===== src/sv/idnv_pkg.sv =====
// shared types, constants and table functions of the check digit validator
// no dependencies
package idnv_pkg;

    localparam logic [1:0] KIND_CPF  = 2'd0;
    localparam logic [1:0] KIND_CNPJ = 2'd1;
    localparam logic [1:0] KIND_RG   = 2'd2;

    localparam logic [7:0] CHAR_ZERO = 8'd48;
    localparam logic [7:0] CHAR_NINE = 8'd57;
    localparam logic [4:0] POS_MAX   = 5'd31;

    // digit positions of each format, punctuation cleared
    localparam logic [31:0] MASK_CPF  = 32'h0000_3777;
    localparam logic [31:0] MASK_CNPJ = 32'h0003_7BBB;
    localparam logic [31:0] MASK_RG   = 32'h0000_0BBB;

    localparam logic [3:0] WA_CPF  [16] = '{1, 2, 3, 4, 5, 6, 7, 8, 9, 0, 0, 0, 0, 0, 0, 0};
    localparam logic [3:0] WA_CNPJ [16] = '{5, 4, 3, 2, 9, 8, 7, 6, 5, 4, 3, 2, 0, 0, 0, 0};
    localparam logic [3:0] WA_RG   [16] = '{9, 8, 7, 6, 5, 4, 3, 2, 0, 0, 0, 0, 0, 0, 0, 0};
    localparam logic [3:0] WB_CPF  [16] = '{0, 1, 2, 3, 4, 5, 6, 7, 8, 9, 0, 0, 0, 0, 0, 0};
    localparam logic [3:0] WB_CNPJ [16] = '{6, 5, 4, 3, 2, 9, 8, 7, 6, 5, 4, 3, 2, 0, 0, 0};
    localparam logic [3:0] RM_CPF  [16] = '{0, 0, 0, 0, 0, 0, 0, 0, 0, 10, 1, 0, 0, 0, 0, 0};
    localparam logic [3:0] RM_CNPJ [16] = '{0, 0, 0, 0, 0, 0, 0, 0, 0, 0, 0, 0, 10, 1, 0, 0};
    localparam logic [3:0] RM_RG   [16] = '{0, 0, 0, 0, 0, 0, 0, 0, 1, 0, 0, 0, 0, 0, 0, 0};

    typedef struct packed {
        logic [7:0] doc_char;
        logic       last;
    } t_in_req;

    typedef struct packed {
        logic       valid_res;
        logic       length_ok;
        logic [6:0] check_value;
    } t_out_res;

    // character held in the input stage, with the format it arrived under
    typedef struct packed {
        logic [1:0] kind;
        logic [7:0] doc_char;
        logic       last;
    } t_stage;

    // per-number totals handed to the result stage on the last character
    typedef struct packed {
        logic [1:0] kind;
        logic [3:0] first_res;
        logic [3:0] second_res;
        logic [6:0] received;
        logic       bad;
        logic [4:0] count;
    } t_fin;

    function automatic logic digit_pos(input logic [1:0] kind, input logic [4:0] pos);
        logic [31:0] mask;
        case (kind)
            KIND_CPF:  mask = MASK_CPF;
            KIND_CNPJ: mask = MASK_CNPJ;
            KIND_RG:   mask = MASK_RG;
            default:   mask = '0;
        endcase
        return mask[pos];
    endfunction

    function automatic logic [3:0] weight_a(input logic [1:0] kind, input logic [3:0] idx);
        logic [3:0] w;
        case (kind)
            KIND_CPF:  w = WA_CPF[idx];
            KIND_CNPJ: w = WA_CNPJ[idx];
            KIND_RG:   w = WA_RG[idx];
            default:   w = '0;
        endcase
        return w;
    endfunction

    function automatic logic [3:0] weight_b(input logic [1:0] kind, input logic [3:0] idx);
        logic [3:0] w;
        case (kind)
            KIND_CPF:  w = WB_CPF[idx];
            KIND_CNPJ: w = WB_CNPJ[idx];
            default:   w = '0;
        endcase
        return w;
    endfunction

    function automatic logic [3:0] recv_mul(input logic [1:0] kind, input logic [3:0] idx);
        logic [3:0] w;
        case (kind)
            KIND_CPF:  w = RM_CPF[idx];
            KIND_CNPJ: w = RM_CNPJ[idx];
            KIND_RG:   w = RM_RG[idx];
            default:   w = '0;
        endcase
        return w;
    endfunction

    function automatic logic [4:0] fmt_len(input logic [1:0] kind);
        logic [4:0] len;
        case (kind)
            KIND_CPF:  len = 5'd14;
            KIND_CNPJ: len = 5'd18;
            KIND_RG:   len = 5'd12;
            default:   len = 5'd0;
        endcase
        return len;
    endfunction

    // x mod 11 for x below 128, by reciprocal multiply (187 / 2048)
    function automatic logic [3:0] mod11(input logic [6:0] x);
        logic [14:0] prod;
        logic [3:0]  q;
        logic [6:0]  r;
        prod = {8'd0, x} * 15'd187;
        q    = prod[14:11];
        r    = x - ({3'd0, q} * 7'd11);
        return r[3:0];
    endfunction

endpackage


===== src/sv/idnv_accum.sv =====
// per-number accumulator: position counters, weighted sums kept mod 11,
// received check digits and bad-digit flag; uses idnv_pkg
module idnv_accum (
    input  logic            i_clk,
    input  logic            i_rst_n,
    input  logic            i_fire,
    input  idnv_pkg::t_stage i_item,
    output idnv_pkg::t_fin  o_fin
);
    import idnv_pkg::*;

    logic [4:0] r_pos;
    logic [3:0] r_idx;
    logic [3:0] r_first;
    logic [3:0] r_second;
    logic [6:0] r_recv;
    logic       r_bad;

    logic [4:0] n_pos;
    logic [3:0] n_idx;
    logic [3:0] n_first;
    logic [3:0] n_second;
    logic [6:0] n_recv;
    logic       n_bad;

    logic       is_dig;
    logic       is_num;
    logic [7:0] diff;
    logic [3:0] d;
    logic [7:0] pa;
    logic [7:0] pb;
    logic [7:0] pr;

    always_comb begin
        is_dig = digit_pos(i_item.kind, r_pos);
        is_num = (i_item.doc_char >= CHAR_ZERO) && (i_item.doc_char <= CHAR_NINE);
        diff   = i_item.doc_char - CHAR_ZERO;
        d      = is_num ? diff[3:0] : 4'd0;
        pa     = {4'd0, d} * {4'd0, weight_a(i_item.kind, r_idx)};
        pb     = {4'd0, d} * {4'd0, weight_b(i_item.kind, r_idx)};
        pr     = {4'd0, d} * {4'd0, recv_mul(i_item.kind, r_idx)};

        n_pos    = r_pos;
        n_idx    = r_idx;
        n_first  = r_first;
        n_second = r_second;
        n_recv   = r_recv;
        n_bad    = r_bad;
        if (is_dig) begin
            n_first  = mod11({3'd0, r_first} + pa[6:0]);
            n_second = mod11({3'd0, r_second} + pb[6:0]);
            n_recv   = r_recv + pr[6:0];
            n_bad    = r_bad | ~is_num;
            n_idx    = r_idx + 4'd1;
        end
        if (r_pos != POS_MAX) begin
            n_pos = r_pos + 5'd1;
        end

        o_fin.kind       = i_item.kind;
        o_fin.first_res  = n_first;
        o_fin.second_res = n_second;
        o_fin.received   = n_recv;
        o_fin.bad        = n_bad;
        o_fin.count      = n_pos;
    end

    always_ff @(posedge i_clk) begin
        if (!i_rst_n || (i_fire && i_item.last)) begin
            r_pos    <= '0;
            r_idx    <= '0;
            r_first  <= '0;
            r_second <= '0;
            r_recv   <= '0;
            r_bad    <= 1'b0;
        end else if (i_fire) begin
            r_pos    <= n_pos;
            r_idx    <= n_idx;
            r_first  <= n_first;
            r_second <= n_second;
            r_recv   <= n_recv;
            r_bad    <= n_bad;
        end
    end

endmodule


===== src/sv/idnv_result.sv =====
// check value formation and result register with valid/ready output
// uses idnv_pkg
module idnv_result (
    input  logic              i_clk,
    input  logic              i_rst_n,
    input  logic              i_take,
    input  idnv_pkg::t_fin    i_fin,
    input  logic              i_out_ready,
    output logic              o_out_valid,
    output idnv_pkg::t_out_res o_out_res,
    output logic              o_free
);
    import idnv_pkg::*;

    logic     r_valid;
    t_out_res r_res;
    t_out_res n_res;

    logic [3:0] d1;
    logic [3:0] d2;
    logic [6:0] chk;
    logic       len_ok;

    always_comb begin
        d1  = 4'd0;
        d2  = 4'd0;
        chk = 7'd0;
        case (i_fin.kind)
            KIND_CPF: begin
                d1  = (i_fin.first_res == 4'd10) ? 4'd0 : i_fin.first_res;
                d2  = (i_fin.second_res == 4'd10) ? 4'd0 : i_fin.second_res;
                chk = ({3'd0, d1} * 7'd10) + {3'd0, d2};
            end
            KIND_CNPJ: begin
                d1  = (i_fin.first_res < 4'd2) ? 4'd0 : 4'd11 - i_fin.first_res;
                d2  = (i_fin.second_res < 4'd2) ? 4'd0 : 4'd11 - i_fin.second_res;
                chk = ({3'd0, d1} * 7'd10) + {3'd0, d2};
            end
            KIND_RG: begin
                chk = {3'd0, i_fin.first_res};
            end
            default: begin
                chk = 7'd0;
            end
        endcase
        len_ok            = (i_fin.count == fmt_len(i_fin.kind));
        n_res.check_value = chk;
        n_res.length_ok   = len_ok;
        n_res.valid_res   = len_ok && !i_fin.bad && (chk == i_fin.received);
    end

    always_ff @(posedge i_clk) begin
        if (!i_rst_n) begin
            r_valid <= 1'b0;
        end else if (i_take) begin
            r_valid <= 1'b1;
        end else if (i_out_ready) begin
            r_valid <= 1'b0;
        end
        if (i_take) begin
            r_res <= n_res;
        end
    end

    assign o_free      = !r_valid || i_out_ready;
    assign o_out_valid = r_valid;
    assign o_out_res   = r_res;

endmodule


===== src/sv/id_number_check_digit_validator.sv =====
// top level of the identity number check digit validator (CPF, CNPJ, RG)
// depends on idnv_pkg, idnv_accum, idnv_result
//
// usage:
//   - the user sets the format register (0 CPF, 1 CNPJ, 2 RG) via i_cfg_wr_en /
//     i_cfg_wr_data only while no number is in flight, not enforced by the block
//   - the input channel (i_in_valid / o_in_ready) carries one request per
//     character of the formatted number; last marks the final character
//   - the output channel (o_out_valid / i_out_ready) carries one result per
//     number, produced only for the request that has last set
//   - a last character's result passes two register stages (input register,
//     result register) and waits in the input register while the slot is full
//   - throughput: one character per cycle unless a last character waits for the
//     result slot, set by the single accumulate step between the two registers;
//     sums are kept mod 11 by reciprocal multiply; the end check maps digits
//   - when the receiver stalls, the result waits in its register; characters
//     of the next number keep flowing until a second last character reaches
//     the input register, which then holds and drops o_in_ready
//   - reset (i_rst_n low, synchronous) empties both registers, clears the
//     sums and counters and selects CPF
module id_number_check_digit_validator (
    input  logic                i_clk,
    input  logic                i_rst_n,
    input  logic                i_cfg_wr_en,
    input  logic [1:0]          i_cfg_wr_data,
    input  logic                i_in_valid,
    output logic                o_in_ready,
    input  idnv_pkg::t_in_req   i_in_req,
    output logic                o_out_valid,
    input  logic                i_out_ready,
    output idnv_pkg::t_out_res  o_out_res
);
    import idnv_pkg::*;

    // format register
    logic [1:0] r_doc_kind;

    // input register stage
    logic   r_s1_valid;
    t_stage r_s1;

    logic   s1_fire;
    logic   in_fire;
    logic   out_free;
    t_fin   fin;

    // a plain character always moves on; a last one needs the result slot
    assign s1_fire    = r_s1_valid && (!r_s1.last || out_free);
    assign o_in_ready = !r_s1_valid || s1_fire;
    assign in_fire    = i_in_valid && o_in_ready;

    always_ff @(posedge i_clk) begin
        if (!i_rst_n) begin
            r_doc_kind <= KIND_CPF;
        end else if (i_cfg_wr_en) begin
            r_doc_kind <= i_cfg_wr_data;
        end
    end

    always_ff @(posedge i_clk) begin
        if (!i_rst_n) begin
            r_s1_valid <= 1'b0;
        end else if (in_fire) begin
            r_s1_valid <= 1'b1;
        end else if (s1_fire) begin
            r_s1_valid <= 1'b0;
        end
        // format is captured with each character
        if (in_fire) begin
            r_s1.kind     <= r_doc_kind;
            r_s1.doc_char <= i_in_req.doc_char;
            r_s1.last     <= i_in_req.last;
        end
    end

    // running sums, counters and received check digits
    idnv_accum u_accum (
        .i_clk   (i_clk),
        .i_rst_n (i_rst_n),
        .i_fire  (s1_fire),
        .i_item  (r_s1),
        .o_fin   (fin)
    );

    // check digit rules, compare, result register
    idnv_result u_result (
        .i_clk       (i_clk),
        .i_rst_n     (i_rst_n),
        .i_take      (s1_fire && r_s1.last),
        .i_fin       (fin),
        .i_out_ready (i_out_ready),
        .o_out_valid (o_out_valid),
        .o_out_res   (o_out_res),
        .o_free      (out_free)
    );

endmodule


===== config.mk =====
export PLATFORM = sky130hd
export DESIGN_NAME = id_number_check_digit_validator
export DESIGN_NICKNAME = d
export VERILOG_FILES = /design/src/sv/idnv_pkg.sv /design/src/sv/idnv_accum.sv /design/src/sv/idnv_result.sv /design/src/sv/id_number_check_digit_validator.sv
export SDC_FILE = /design/constraint.sdc
export NUM_CORES = 1
export LEC_CHECK = 0
export ABC_CLOCK_PERIOD_IN_PS = 12600
export BUFFER_PORTS_ARGS = -buffer_cell sky130_fd_sc_hd__buf_2
export CAP_MARGIN = 15
export CELL_PAD_IN_SITES_DETAIL_PLACEMENT = 0
export CELL_PAD_IN_SITES_GLOBAL_PLACEMENT = 1
export CORE_UTILIZATION = 45
export DETAILED_ROUTE_END_ITERATION = 16
export PLACE_DENSITY_LB_ADDON = 0.1
export SYNTH_ARGS = -nofsm -noshare
export SYNTH_HDL_FRONTEND = slang
export SYNTH_HIERARCHICAL = 1
export SYNTH_SLANG_ARGS = --single-unit

===== constraint.sdc =====
create_clock -name i_clk -period 12.6 [get_ports i_clk]
set_clock_uncertainty 0.2 [all_clocks]
set_input_delay 2.52 -clock i_clk [delete_from_list [all_inputs] [get_ports i_clk]]
set_output_delay 2.52 -clock i_clk [all_outputs]
set_load 0.05 [all_outputs]

==> flow_summary.json <==
{
  "crit_slowest_cell": "or4b_2",
  "synth_edf_count": 20,
  "p_leak_uw": 0.004378,
  "grt_max_degree": 27,
  "root_buffer": "clkbuf_16",
  "ys_top_cells_by_area": "ha_1 25%, fa_1 15%, edfxtp_1 7.8%",
  "ys.flop_type": "dfxtp_1",
  "critical_path.endpoint_type": "flop",
  "power_density_mw_per_mm2": 69.48,
  "ys_seq_area_frac": 0.1538,
  "place.port_buffers": 26,
  "cts_sinks": 49,
  "crit_required_ns": 12.56,
  "initial_core_util": 0.4614,
  "synthTopCellsByCount": "151 x ha_1, 151 x inv_1, 76 x nor2_1, 67 x nand2_1, 56 x fa_1",
  "grt_pass1_vias": 6264,
  "setup_slack_ns": 0.4801,
  "fp-row-count": 47,
  "ys_seq_elements": 49,
  "drive_gt1_frac": 0.2060,
  "die_h_um": 132.6,
  "pin_count": 27,
  "core_area_sq_mm": 0.01664,
  "crit_type": "flop to flop",
  "clkSlewWorstSetupHoldPaths_ns": 0.07,
  "finalNetCount": 1154,
  "cts_tree": "yes",
  "fmax_mhz": 82.51,
  "design_area_sq_mm": 0.008909,
  "clk_latency_ns": 0.30,
  "numCtsBuffers": 5,
  "routedWlPerCell_um": 14.98,
  "worst_hold_slack_ns": 0.2447,
  "clock_path_buffers": 2,
  "status": "finished, final reports clean",
  "yosysTopAreaCell": "ha_1",
  "synth_cell_types": 79,
  "synth.top_cell.area_share": 0.2460,
  "syn_inst": 874,
  "synth_fp_nets": 1097,
  "crit_arrival_ns": 12.08,
  "n_antenna_cell": 0,
  "place_ws_ns": -0.1883,
  "area_delta_synth_final_pct": 16.02,
  "gr-usage-all-layers": 0.2041,
  "vias_per_cell": 5.308,
  "grt_pass1_wl_mm": 29.28,
  "die_x_um": 132.6,
  "report.final.slew_viol_count": 0,
  "antenna_found_initial": 0,
  "worst_pin_slew_ns": 1.065,
  "async_reset_ff_frac": 0,
  "drtPass1Iterations": 5,
  "cp_max_fo": 6,
  "hold_buffers": 0,
  "fillCellCount": 1547,
  "yosys_warnings": 6,
  "finalCritPeriodShare": 0.9619,
  "hold_viol": 0,
  "hp-class": "flop to flop",
  "dp_hpwl_mm": 14.09,
  "final_util": 0.5353,
  "path_common_cell": "fa_1",
  "worst_slew_margin_rel": 0.2880,
  "place_area_sq_mm": 0.008250,
  "antenna_left": 0,
  "slowest_delay_ns": 0.61,
  "peakVddDrop_mv": 0.06715,
  "drt_iter0_drc": 187,
  "routed_wl_mm": 17.25,
  "syn_area_per_cell_sq_um": 8.786,
  "num_vias": 6115,
  "dieArea_sq_mm": 0.01759,
  "grt.overflow.total": 0,
  "maxCapViolCount": 0,
  "syn-cell-area_sq_mm": 0.007679,
  "cp-start-kind": "flop",
  "htree_levels": 2,
  "finalSetupViolations": 0,
  "place.gp.congestion": 0.8868,
  "drc": 0,
  "fin_crit_ns": 12.12
}
final cells by class:
class | instances | area (sq um) | share of cell area
inverter | 151 | 566.8 | 0.06362
tap | 220 | 275.3 | 0.03090
clock inverter | 3 | 21.27 | 0.002388
clock buffer | 5 | 125.1 | 0.01404
sequential | 49 | 1186 | 0.1331
multi-input combinational | 648 | 6223 | 0.6986
timing repair buffer | 76 | 510.5 | 0.05730
per-layer routing:
| layer | vias up | part of all wire | GRT usage |
|---|---|---|---|
| li1 | 3041 | - | - |
| met1 | 2949 | 0.45 | 0.2490 |
| met2 | 107 | 0.50 | 0.3810 |
| met3 | 18 | 0.033 | 0.02031 |
| met4 | 0 | 0.013 | 0.05109 |
| met5 | - | 0 | 0 |
cells by family (layout without fill, tap and decap cells):
family          after synthesis  after routing  synth area share
compound gates              147            147            0.1323
xor+xnor                     58             58           0.06974
fa+ha+maj                   207            207            0.3920
buf+inv                     177            235           0.08946
flops                        49             49            0.1538
mux                          20             20           0.02835
simple gates                216            216            0.1343
critical path, delay by kind of cell, from the launching register on:
family	cells	cell delay, ns
DFF	1	0.41
xor gates and xnor gates	4	0.92
AOI/OAI and AO/OA	13	1.92
muxes	1	0.16
buffers and inverters	8	0.85
adders and majority gates	15	5.34
and+or+nand+nor	9	2.12
power breakdown:
part           internal [uW]  switching (uW)
sequential               175            5.68
clock                   74.1            64.2
combinational            132             168
flip-flops by register name, indices dropped and copies added (netlist names):
register and cells:
u_accum/r_bad 1, r_s1 11, u_result/o_out_valid 1, r_doc_kind 2
u_accum/r_recv 7, u_accum/r_second 4, u_accum/r_idx 4, r_s1_valid 1
u_accum/r_pos 5, u_result/o_out_res 9, u_accum/r_first 4
worst paths after layout:
path,from,to,slack (ns),depth (start not counted)
worst min-delay path,r_doc_kind[1],r_s1[10],0.24,0
worst max register to register,r_s1[10],u_result/o_out_res[8],0.48,50
worst max-delay path,r_s1[10],u_result/o_out_res[8],0.48,50
worst min register to register,r_doc_kind[1],r_s1[10],0.24,0
layout by cell type, fill, tap and decap left out, types with 3 or more instances in the layout:
cell / instances
a211oi_1: 7
a21boi_0: 4
a21o_1: 12
a21oi_1: 29
a21oi_2: 9
a311oi_1: 3
a31oi_1: 7
and2_1: 3
buf_2: 26
buf_4: 47
clkbuf_16: 5
dfxtp_1: 27
edfxtp_1: 20
fa_1: 53
fa_2: 3
ha_1: 130
ha_2: 4
ha_4: 17
inv_1: 142
inv_2: 9
mux2_2: 10
mux2i_1: 8
nand2_1: 66
nand2b_1: 6
nand3_1: 10
nand4_1: 5
nor2_1: 71
nor2_2: 4
nor2b_1: 6
nor3_1: 8
o21ai_0: 24
o21ai_1: 3
o21bai_1: 3
o22ai_1: 3
or2_2: 9
or3_1: 3
xnor2_1: 31
xnor2_2: 3
xor2_1: 21
stage by stage:
stage               setup TNS, ns  cells  power, uW
floorplan                       0    874      376.6
global placement                0   1131      438.3
detailed placement        -0.1883   1131      443.5
CTS                             0   1139      587.8
global route             -0.03074   1152      664.8
finish                          0   1152      618.9
what timing repair did:
action                     CTS  global route
setup endpoints to repair    1             5
buffers inserted             0            13
resized for setup            6            82
pin swaps                    2            34
(Power assumes the default switching activity.)
